[config.mk]
export PLATFORM = sky130hd
export DESIGN_NAME = msf_div
export DESIGN_NICKNAME = d
export VERILOG_FILES = /design/src/msf_pkg.sv /design/src/msf_div.sv
export SDC_FILE = /design/constraint.sdc
export NUM_CORES = 2
export LEC_CHECK = 0
export BUFFER_PORTS_ARGS = -buffer_cell sky130_fd_sc_hd__buf_2
export CAP_MARGIN = 10
export CELL_PAD_IN_SITES_DETAIL_PLACEMENT = 0
export CELL_PAD_IN_SITES_GLOBAL_PLACEMENT = 1
export CORE_AREA = 2 2 668 670
export DETAILED_ROUTE_END_ITERATION = 10
export DIE_AREA = 0 0 670 672
export PLACE_DENSITY_LB_ADDON = 0.12
export SKIP_CTS_REPAIR_TIMING = 1
export SLEW_MARGIN = 20
export SYNTH_ARGS = -nofsm -noshare
export SYNTH_HDL_FRONTEND = slang
export SYNTH_SLANG_ARGS = --single-unit
[constraint.sdc]
create_clock -name clk -period 4.95 [get_ports clk]
set_clock_uncertainty 0.15 [all_clocks]
set_input_delay 0.7425 -clock clk [delete_from_list [all_inputs] [get_ports clk]]
set_output_delay 0.7425 -clock clk [all_outputs]
set_load 0.005 [all_outputs]
[src/msf_pkg.sv]
package msf_pkg;

    localparam int unsigned FAST_PERIOD   = 12;
    localparam int unsigned SLOW_PERIOD   = 26;
    localparam int unsigned SIGNAL_PERIOD = 9;

    localparam int unsigned PRICE_W    = 32;
    localparam int unsigned VAL_W      = PRICE_W + 1;
    localparam int unsigned WEIGHT_W   = 17;
    localparam int unsigned WEIGHT_ONE = 65536;

    localparam int unsigned PRICE_DEPTH =
        ((FAST_PERIOD > SLOW_PERIOD) ? FAST_PERIOD : SLOW_PERIOD) + 1;
    localparam int unsigned MACD_DEPTH  = SIGNAL_PERIOD + 1;
    localparam int unsigned COUNT_CAP   =
        (PRICE_DEPTH > MACD_DEPTH) ? PRICE_DEPTH : MACD_DEPTH;
    localparam int unsigned CNT_W       = $clog2(COUNT_CAP + 1);

    localparam int unsigned TREE_N      = COUNT_CAP;
    localparam int unsigned TREE_LVL    = $clog2(TREE_N);
    localparam int unsigned TREE_LEAVES = 1 << TREE_LVL;

    localparam int unsigned DEN_W = 22;
    localparam int unsigned NUM_W = 56;
    localparam int unsigned QW    = PRICE_W;

    localparam int unsigned DOT_LAT  = TREE_LVL + 1;
    localparam int unsigned DIV_LAT  = QW + 2;
    localparam int unsigned MACD_DLY = DOT_LAT + DIV_LAT;

    typedef struct packed {
        logic             valid;
        logic [CNT_W-1:0] count;
    } ctl_t;

    typedef logic [WEIGHT_W-1:0] weight_tab_t [TREE_N];
    typedef logic [DEN_W-1:0]    den_tab_t    [COUNT_CAP + 1];

    // long division for elaboration-time tables
    function automatic logic [63:0] const_div(input logic [63:0] a, input logic [63:0] b);
        logic [63:0] q;
        logic [63:0] r;
        q = '0;
        r = '0;
        for (int i = 63; i >= 0; i--)
        begin
            r = {r[62:0], a[i]};
            if (r >= b)
            begin
                r = r - b;
                q[i] = 1'b1;
            end
        end
        return q;
    endfunction

    function automatic weight_tab_t make_weights(input int unsigned period);
        weight_tab_t tab;
        logic [63:0] w;
        w = 64'(WEIGHT_ONE);
        for (int i = 0; i < TREE_N; i++)
        begin
            tab[i] = (i <= period) ? WEIGHT_W'(w) : '0;
            w = const_div(w * 64'(period - 1) + 64'((period + 1) >> 1), 64'(period + 1));
        end
        return tab;
    endfunction

    function automatic den_tab_t make_den(input int unsigned period);
        den_tab_t    tab;
        weight_tab_t wt;
        int unsigned lim;
        logic [63:0] acc;
        wt = make_weights(period);
        for (int c = 0; c <= COUNT_CAP; c++)
        begin
            lim = (c > period + 1) ? period + 1 : c;
            if (lim == 0)
                lim = 1;
            acc = '0;
            for (int i = 0; i < TREE_N; i++)
            begin
                if (i < lim)
                    acc = acc + 64'(wt[i]);
            end
            tab[c] = DEN_W'(acc);
        end
        return tab;
    endfunction

    localparam weight_tab_t WEIGHTS_FAST   = make_weights(FAST_PERIOD);
    localparam weight_tab_t WEIGHTS_SLOW   = make_weights(SLOW_PERIOD);
    localparam weight_tab_t WEIGHTS_SIGNAL = make_weights(SIGNAL_PERIOD);
    localparam den_tab_t    DEN_FAST       = make_den(FAST_PERIOD);
    localparam den_tab_t    DEN_SLOW       = make_den(SLOW_PERIOD);
    localparam den_tab_t    DEN_SIGNAL     = make_den(SIGNAL_PERIOD);

endpackage

[src/msf_div.sv]
module msf_div (
    input  logic                               clk,
    input  logic                               rst_n,
    input  logic                               en,
    input  msf_pkg::ctl_t                      ctl_in,
    input  logic signed [msf_pkg::NUM_W-1:0]   num,
    input  logic [msf_pkg::DEN_W-1:0]          den,
    output msf_pkg::ctl_t                      ctl_out,
    output logic signed [msf_pkg::QW:0]        quot
);

    localparam int unsigned QW    = msf_pkg::QW;
    localparam int unsigned NUM_W = msf_pkg::NUM_W;

    logic [NUM_W-1:0]          rem_reg [QW + 1];
    logic [QW-1:0]             q_reg   [QW + 1];
    logic [msf_pkg::DEN_W-1:0] den_reg [QW + 1];
    logic                      neg_reg [QW + 1];
    msf_pkg::ctl_t             ctl_reg [QW + 2];
    logic signed [QW:0]        quot_reg;
    logic [NUM_W-1:0]          mag;

    assign mag = num[NUM_W-1] ? NUM_W'(-num) : NUM_W'(num);

    // round half away from zero: add half the divisor to the magnitude
    always_ff @(posedge clk)
    begin
        if (en)
        begin
            rem_reg[0] <= mag + NUM_W'(den >> 1);
            q_reg[0]   <= '0;
            den_reg[0] <= den;
            neg_reg[0] <= num[NUM_W-1];
        end
    end

    for (genvar s = 1; s <= QW; s++)
    begin : g_step
        logic [NUM_W-1:0] dsh;
        assign dsh = NUM_W'(den_reg[s - 1]) << (QW - s);

        always_ff @(posedge clk)
        begin
            if (en)
            begin
                den_reg[s] <= den_reg[s - 1];
                neg_reg[s] <= neg_reg[s - 1];
                if (rem_reg[s - 1] >= dsh)
                begin
                    rem_reg[s] <= rem_reg[s - 1] - dsh;
                    q_reg[s]   <= q_reg[s - 1] | (QW'(1) << (QW - s));
                end
                else
                begin
                    rem_reg[s] <= rem_reg[s - 1];
                    q_reg[s]   <= q_reg[s - 1];
                end
            end
        end
    end

    always_ff @(posedge clk)
    begin
        if (en)
            quot_reg <= neg_reg[QW] ? -$signed({1'b0, q_reg[QW]}) : $signed({1'b0, q_reg[QW]});
    end

    always_ff @(posedge clk or negedge rst_n)
    begin
        if (!rst_n)
        begin
            for (int s = 0; s <= QW + 1; s++)
                ctl_reg[s] <= '0;
        end
        else if (en)
        begin
            ctl_reg[0] <= ctl_in;
            for (int s = 1; s <= QW + 1; s++)
                ctl_reg[s] <= ctl_reg[s - 1];
        end
    end

    assign ctl_out = ctl_reg[QW + 1];
    assign quot    = quot_reg;

endmodule

==> results.md <==
- Clock net sink count: 3,294
- Vias: 99,901
- CP max FO: 7
- Largest net degree at the start of global routing: 165
- Cell count after placement: 18,886
- Seq cells post-synth: 3,294
- Power, Total: 96.7 mW
- Synth top area share: 58.3%
- Synth-to-layout area growth: 14.3%
- Clock tree buffer depth: 4
- Dominant synthesized flop cell: edfxtp_1
- WL final: 404,000 um
- Warnings, synthesis: 0
- CP Class: flip-flop to flip-flop
- Comb pwr share: 28.3%
- Post-route ant nets: 0
- Root Buffer: clkbuf_16
- Die area: 450,000 um^2
- Reg2Reg Setup Slack: 0.27 ns
- Final setup margin: 0.269 ns
- HPWL after DPL: 307,000 um
- Status: complete, no violations
- DRT Pass-1 Iters: 5
- DR vias/cell: 5.09
- Pwr Density: 532 nW/um^2
- Die X: 670 um
- Most frequent cell after synthesis: edfxtp_1
- Number of placement rows: 245
- Slew of the pin with the lowest slew margin: 1.11 ns
- Crit share post-route: 94.6%
- Critical path's largest stage delay: 0.46 ns
- Worst vdd ir: 280 uV
- Synth area leaders: edfxtp_1, ha_1, xor2_1, dfrtp_1, xnor2_1
- Total gr overflow: 0
- Slowest cell on crit path: or3_1
- Register share of total power: 42.5%
- Slew HR: 26.2%
- Num CTS Buffers: 377
- Core ar.: 444,000 um^2
- Fillers: 41,369
- NumNets Final: 14,213
- Antenna violations before repair: 12
- Drt initial violations: 7,024
- DP Worst Slack: -0.284 ns
- I/O Pins: 126
- CP startpoint: den_reg[0][638]
- FF-to-FF path depth: 13
- Sequential Area: 97,900 um^2
- Crit path capture: rem_reg[30][55]
- RR Startpoint: den_reg[0][638]
- CP Cell Sequence: ha_1, fa_1, nor2b_1, o21bai_1, a21boi_0, o21ai_0, a21oi_1, o311ai_0, a211o_1, or2_2, or3_1, nor4_1, xor2_1
- Ys async rst share: 6.19%
- Worst-Skew Late Latency: 0.97 ns
- Sequential share of the synthesized area: 61.5%
- Final slew viol count: 0
- Post-synth cell types: 92
- Startpoint types: flip-flop
- P_sw: 31.0 mW
- Die H: 672 um
- Post-synth top cells: edfxtp_1, nand2_1, inv_1
- Syn Inst Count: 12,812
- Final hold viol count: 0
- Worst r2r dst: rem_reg[30][55]
- Routed WL per cell: 20.6 um
- Count of buffers from port buffering: 125
- Layout cells sized above 1: 10.2%
- Largest register FFs: 1,792
- Syn_area_per_cell: 12.4 um^2
- H-tree depth: 5
- Post-Syn Area: 159,000 um^2
- Multi-input gate area: 56,800 um^2
- Total GRT Usage: 17.6%
- First-pass GRT wire length: 617,000 um
- HP Class: input pin to flip-flop
- Initial Utilization: 35.9%
- Int Power: 65.7 mW
- Lkg Pwr: 68.2 nW
- RSZ-0062 raised after global routing: false
- Final std cells w/o fill: 19,640
- Final Setup Violations: 0
- Clock power share: 29.2%
- Clock slew at reported path FFs: 0.06 ns
- Sw Ratio: 32.0%
- CTS tree: yes
- Number of synthesized flops with an enable pin: 3,090
- RePlAce Congestion: 0.869
- Worst EP arrival: 5.21 ns
- CP required: 5.48 ns
- Post-Syn Nets: 13,659
- Vias in the first global route: 100,848
- Max Cap Viol: 0
- Drc violations: 0
- Synth area leader: edfxtp_1
- Fin crit period: 4.68 ns
- Achievable Freq: 214 MHz
- Endpoint class of the critical path: flip-flop
## per-stage QoR
stage	utilization (%)	area [um^2]	hold WS, ns	TNS, ns
2_1_floorplan	-	159000	0.250	0
3_3_place_gp	38.1	169000	0.251	-6.72
3_5_place_dp	38.1	169000	0.255	-5.65
4_1_cts	40.9	181000	-0.344	0
5_1_grt	41.0	182000	0.0103	0
6_report	41.0	182000	0.0684	0
## area by class of cell
type	count	area share (%)
multi-input combinational	8318	31.3
clock inverter	246	1.48
inverter	917	1.89
antenna	28	0.0386
tap	5928	4.08
clock buffer	451	5.44
sequential	3294	53.9
timing repair buffer	458	1.95
## worst min path at each step
stage	start	end	slack (ns)	cells past startpoint
floorplan	neg_reg[0][9]	neg_reg[0][10]	0.25	0
global route	num[54]	rem_reg[0][55]	0.01	3
global placement	q_reg[30][3]	q_reg[31][3]	0.25	0
CTS	rst_n	ctl_reg[148]	-0.34	1
detailed placement	neg_reg[0][18]	neg_reg[0][19]	0.25	0
finish	num[54]	rem_reg[0][55]	0.07	3
## cell usage in the layout (no fill, tap or decap), types with 77 or more instances in the layout
master	count
ha_1	728
nor2_1	739
nand3_1	171
xor2_1	653
inv_1	916
buf_4	279
o31ai_1	78
a21oi_1	656
nor3_1	300
o21a_1	108
edfxtp_1	3090
nand2_1	1057
nand4_1	160
nand2b_1	156
dfrtp_1	204
mux2_2	283
nor2b_1	131
clkinv_1	77
o21ai_0	833
nor4_1	273
buf_2	123
xnor2_1	547
a21o_1	303
or4_1	86
clkbuf_16	382
or3_1	141
## cell families (layout without fill, tap and decap cells)
group           count (synthesis)  count (layout)  synth area share, %
simple gates                 3597            3597                 11.3
flops                        3294            3294                 61.5
compound gates               2469            2469                 9.48
xor+xnor                     1200            1200                 6.61
buf+inv                      1200            2072                 2.86
fa+ha+maj                     760             760                 6.13
mux                           292             292                 2.06
other cells                     0              28                    0
## critical path, delay by kind of cell (launching register included)
family / cells / cell delay [ns]
flip-flops: 1 / 0.39
AO/OA/AOI/OAI: 6 / 1.77
XOR/XNOR: 1 / 0.11
adder cells (fa/ha/maj): 2 / 0.63
AND/OR/NAND/NOR: 4 / 1.31
## power by group through the flow
stage / logic, mW / registers, mW / clock network, mW
3_3_place_gp: 27.0 / 41.6 / 0
5_1_grt: 30.7 / 41.7 / 30.3
6_report: 27.4 / 41.1 / 28.3
4_1_cts: 27.5 / 41.1 / 29.2
2_1_floorplan: 20.2 / 40.0 / 0
3_5_place_dp: 27.3 / 41.7 / 0
## metal layers
| layer | wire (um) | up-vias | track usage, % |
|---|---|---|---|
| li1 | - | 48509 | - |
| met5 | 0 | - | 0 |
| met3 | 14600 | 629 | 2.30 |
| met2 | 200000 | 1692 | 31.0 |
| met4 | 13300 | 0 | 5.52 |
| met1 | 176000 | 49071 | 22.4 |
(Power assumes the default switching activity.)
